### src/hw/rtl/mws_pkg.sv
// Package for the magnetometer window sum block.
// Holds field widths, status bit positions, lane control struct and helpers.
// No dependencies.
package mws_pkg;

  localparam int unsigned STATUS_W = 8;
  localparam int unsigned SAMPLE_W = 16;
  localparam int unsigned SUM_W    = 24;

  // Status bit positions inside the two status bytes.
  localparam int unsigned READY_BIT    = 0;
  localparam int unsigned OVERFLOW_BIT = 3;

  localparam int unsigned DEFAULT_WINDOW_DEPTH = 256;

  typedef logic [STATUS_W-1:0]        status_t;
  typedef logic signed [SAMPLE_W-1:0] sample_t;
  typedef logic signed [SUM_W-1:0]    sum_t;

  // Control shared by all axis lanes.
  typedef struct packed {
    logic load;         // read the leaving entry and capture the new sample
    logic store;        // write the new sample into the ring
    logic update;       // apply the slide to the running total
    logic leave_valid;  // the leaving entry has been written since reset
  } lane_ctrl_t;

  function automatic sum_t sext_sample(input sample_t s);
    return {{(SUM_W-SAMPLE_W){s[SAMPLE_W-1]}}, s};
  endfunction

endpackage

### src/hw/rtl/mws_lane.sv
// One axis lane: sample ring memory and running sum for that axis.
// Depends on mws_pkg.
module mws_lane #(
  parameter int unsigned DEPTH = mws_pkg::DEFAULT_WINDOW_DEPTH,
  localparam int unsigned IDX_W = $clog2(DEPTH)
) (
  input  logic                clk,
  input  logic                rst_n,
  input  mws_pkg::lane_ctrl_t ctrl,
  input  logic [IDX_W-1:0]    addr,
  input  mws_pkg::sample_t    sample,
  output mws_pkg::sum_t       total
);

  mws_pkg::sample_t ring_mem [DEPTH];
  mws_pkg::sample_t leave_r;
  mws_pkg::sample_t enter_r;
  mws_pkg::sum_t    total_r;
  mws_pkg::sum_t    total_nxt;
  mws_pkg::sum_t    leave_ext;

  // Read-before-write: the load captures the entry that the store replaces.
  always_ff @(posedge clk) begin
    if (ctrl.load) begin
      leave_r <= ring_mem[addr];
      enter_r <= sample;
    end
    if (ctrl.store) begin
      ring_mem[addr] <= sample;
    end
  end

  // An entry never written since reset counts as zero.
  assign leave_ext = ctrl.leave_valid ? mws_pkg::sext_sample(leave_r) : '0;
  assign total_nxt = total_r - leave_ext + mws_pkg::sext_sample(enter_r);

  always_ff @(posedge clk) begin
    if (!rst_n) begin
      total_r <= '0;
    end else if (ctrl.update) begin
      total_r <= total_nxt;
    end
  end

  assign total = total_r;

endmodule

### config.mk
export PLATFORM = sky130hd
export DESIGN_NAME = mws_lane
export DESIGN_NICKNAME = d
export VERILOG_FILES = /design/src/hw/rtl/mws_pkg.sv /design/src/hw/rtl/mws_lane.sv
export SDC_FILE = /design/constraint.sdc
export NUM_CORES = 2
export LEC_CHECK = 0
export BUFFER_PORTS_ARGS = -buffer_cell sky130_fd_sc_hd__buf_4
export CORE_ASPECT_RATIO = 0.8
export CORE_MARGIN = 4
export CORE_UTILIZATION = 43
export DETAILED_ROUTE_END_ITERATION = 10
export PLACE_DENSITY = 0.57
export RECOVER_POWER = 100
export SYNTH_ARGS = -nofsm -noshare
export SYNTH_HDL_FRONTEND = slang
export SYNTH_SLANG_ARGS = --single-unit
### constraint.sdc
create_clock -name clk -period 5.1 [get_ports clk]
set_clock_uncertainty 0.1 [all_clocks]
set_input_delay 0.51 -clock clk [delete_from_list [all_inputs] [get_ports clk]]
set_output_delay 0.51 -clock clk [all_outputs]
set_load 0.1 [all_outputs]
# Word level (Yosys, flattened, before mapping)
# Memories as Yosys holds them, arrays and structs flattened. A register that Yosys moved wholly into a read port is not among the register bits.
# Cells that the tools add are included.
# op_classes
n_addsub	2
multipliers	0
n_div	0
magnitude_cmp	0
eq_ne	0
shift	0
mux	3
bitwise_logic	0
n_reduce_logical	0
# op_table
operator	n
$add 24x16->24	1
$mux 24	1
$sub 24x24->24	1
$mux 1	2
# word_totals
register_bits	40
latchBits	0
ram_bits	4096
romBits	0
inputBits	30
elab_cells	8
mem_count	1
# mem_list
memory	depth	word_bits	read_ports	rd_ports_with_merged_regs	write_ports	line	rtl
ring_mem	256	16	1	1	1	mws_lane.sv:15	mws_pkg::sample_t ring_mem [DEPTH];

# Depth between registers and ports, before layout
# logic_depth
depth_word	3
depth_mapped	14
mapped_depth_nobuf	14

# Least setup slack after synthesis
# No wires, ideal clock.
# synth_path
kind	register to register
startpoint	reg total_r[1], in the netlist total[1]
endpoint	reg total_r[22], in the netlist total[22]
setup_time_ps	130
arrival_ps	3666
required_ps	4870
setup_slack_ps	1204
path_stages_with_launch	14
n_path_buf	0
synth_period_minus_slack_ps	3896
cell_sequence	dfxtp_1 inv_1 fa_1 inv_1 fa_1 a211oi_1 o21ai_0 a21o_1 o21a_1 a2111oi_0 or3_1 o21ai_0 nand4b_1 o211ai_1
# synth_between
elab_chain_len	2
# synth_rtl
item	line	rtl
start, declared	mws_lane.sv:18	mws_pkg::sum_t total_r;
start signal, assigned	mws_lane.sv:41	total_r <= total_nxt;
$sub 24x24->24	mws_lane.sv:35	assign total_nxt = total_r - leave_ext + mws_pkg::sext_sample(enter_r);
$add 24x16->24	mws_lane.sv:35	
# Every way passes these cells.
# A chain may end at the register's enable or synchronous reset.

# Worst setup path after layout
# layout_path
startpoint	in addr[4]
endpoint	mem ring_mem[208][9] in the netlist's numbering (enable)
# layout_lines
item	line	rtl
start, declared	mws_lane.sv:10	input logic [IDX_W-1:0] addr,
end, declared	mws_lane.sv:15	
# Straight into the memory's write port.

==> reports/metrics.yaml <==
htree_num_levels: 5
worst_slack_ps: 378
fin_cells: 12529
outcome: "finished, violations left"
yosysTopAreaCell: "edfxtp_1"
placedCellCount: 11797
clock_latency_ps: 920
start_kind: "input pin"
synth_warnings: 0
die_x_um: 691
rsz0062_at_grt: "no"
min_period_ps: 4720
synth_cells: 6669
yosys-top-cells-area: "edfxtp_1, mux4_2, nor2_1"
drt-vias-per-instance: 6.06
grt.overflow.total: 0
grt_pass1_wl_mm: 604
drt_iter0_drc: 10580
fmax_ghz: 0.212
syn-num-nets: 6746
worst_path_largest_cell_delay_ps: 1100
fin_setup_tns_ps: 0
whs_ps: 109
hpwl_mm: 250
power_density_nw_per_um2: 398
slew_violations: 2951
leakagePower_nw: 55.8
peakVddDrop_v: 0.000285
crit_top_cell: "clkbuf_1"
synth_edf_count: 4128
avgSynthCellArea_sq_um: 24.1
grt_pass1_vias: 74969
drtAntennaViolNets: 0
fin_crit_sh_pct: 92.6
grt_use_total_pct: 22.4
start_util_pct: 43.2
yosysUniqueCellTypes: 59
synth_ff_type: "edfxtp_1"
ys_ff_latch: 4152
ios: 54
die-area_sq_um: 383000
wl_per_cell_um: 34.5
drc: 0
pre_cts_ws_ps: 504
placementRows: 200
crit_required_ps: 5510
layout_common_cells: "edfxtp_1, mux4_2, clkbuf_16"
ys_seq_area_share_pct: 77.6
arrival_ps: 5130
cts.clk_slew.worst_paths_ps: 60
clock-root-buffer: "clkbuf_16"
crit_buf_inv: 3
cts_buffers: 395
post_cts_buffers: 0
critical_path.cell_chain: "buf_4, nor2b_1, clkbuf_1, nand2_1, nor2_2, clkbuf_1"
slew-limit-headroom_pct: -224
synthesis.area_sq_um: 160000
cp-end-kind: "register"
hold_violations: 0
design_area_sq_um: 182000
cts_buffer_depth: 4
clock-sinks: 4152
first_pass_iters: 5
cts_tree: "yes"
min_path_type: "input pin to register"
max_cap_violations: 75
setup_violations: 0
yosys.area.top_type_share_pct: 77.3
post_cts_resized: 0
syn_to_final_growth_pct: 13.3
coreArea_sq_um: 371000
cpMaxStageDelayCell: "nor2b_1"
seqCellArea_sq_um: 124000
vias: 75957
gp_congestion: 0.839
multi_input_area_sq_um: 34300
antenna_found_initial: 38
drive_gt1_share_pct: 30.6
async_flop_share_pct: 0
final_common_cell: "edfxtp_1"
die_h_um: 554
drt-total-wl_mm: 433
path_max_fanout: 18
grt_max_degree: 161
cts-hold-fix-buffers: 7
critPathTopFamily: "simple AND/OR/NAND/NOR gates"
nNetsFinal: 7329
nFillCells: 29656
crit_type: "input pin to register"
portBuffers: 53
violations: "capacitance limit, slew limit"
placed_cell_area_sq_um: 170000
worst_pin_slew_ps: 4860
-- state kept, by name, summed over array words and instances, names as in the netlist --
signal,count
total,24
enter_r,16
ring_mem,4096
leave_r,16
-- cell usage after synthesis (8+ instances only) --
cell type     n
a22oi_1      11
clkbuf_1    180
and2_1       24
a21oi_1      26
ha_1         24
buf_1        32
a31oi_1       9
nand3_1      36
o22ai_1       8
nand2_1      71
buf_4        36
xnor2_1      12
a21o_1        9
nor3_1       16
mux2i_1      40
buf_6        22
mux4_2     1293
dfxtp_1      24
nand4_1      18
nor2b_1      47
a32oi_1      15
o21ai_0      13
edfxtp_1   4128
fa_1         23
buf_2        95
inv_1        93
nor2_1      273
-- worst register-to-register path, delay by kind of cell, from the launching register on --
family / cells / cell delay [ps]
compound gates: 5 / 1210
xor+xnor: 1 / 170
fa+ha+maj: 2 / 840
buf+inv: 1 / 70
flops: 1 / 480
mux: 1 / 90
simple gates: 3 / 1100
-- per-layer routing --
layer  GRT usage (%)  wire, um  vias up
met2            33.2    196000     3736
met4            5.29     10700        2
met5               0         7        -
met3            4.59     40600      562
li1                -         -    29794
met1            34.4    185000    41863
-- cells by family after synthesis --
| family | share of synthesized area (%) |
|---|---|
| XOR/XNOR | 0.0819 |
| AND/OR/NAND/NOR | 1.43 |
| adder cells (fa/ha/maj) | 0.474 |
| AO/OA/AOI/OAI | 0.686 |
| flip-flops | 77.6 |
| buffers and inverters | 1.33 |
| multiplexers | 18.4 |
-- path summary, 6_finish.rpt --
kind	startpoint	endpoint	slack, ps	cells after the start
hold / removal	sample[12]	ring_mem[249][12]	110	1
setup / recovery	addr[4]	ring_mem[208][9]	380	6
hold reg to reg	total[23]	total[23]	390	2
setup reg to reg	leave_r[15]	total[21]	930	13
-- cell type report --
type                    instances  share of cell area [%]
diodes                         14                  0.0193
clock buffers                 483                    5.70
clock inverters               228                    1.24
inverters                      93                   0.192
multi-input cells            2059                    18.9
flip-flops and latches       4152                    68.5
well taps                    4949                    3.41
repair buffers                551                    2.06
-- through the flow --
step	utilization, %	power, mW
6_report	48.9	72.3
5_1_grt	48.9	74.7
4_1_cts	49.3	72.9
3_5_place_dp	45.9	44.0
3_3_place_gp	45.9	43.9
2_1_floorplan	-	41.8
-- power by group --
part           switching (mW)  internal (mW)
Clock                    12.5           16.5
Sequential              0.102           37.7
Combinational            3.44           1.92
Note: power is estimated with default switching activity, not from simulation.
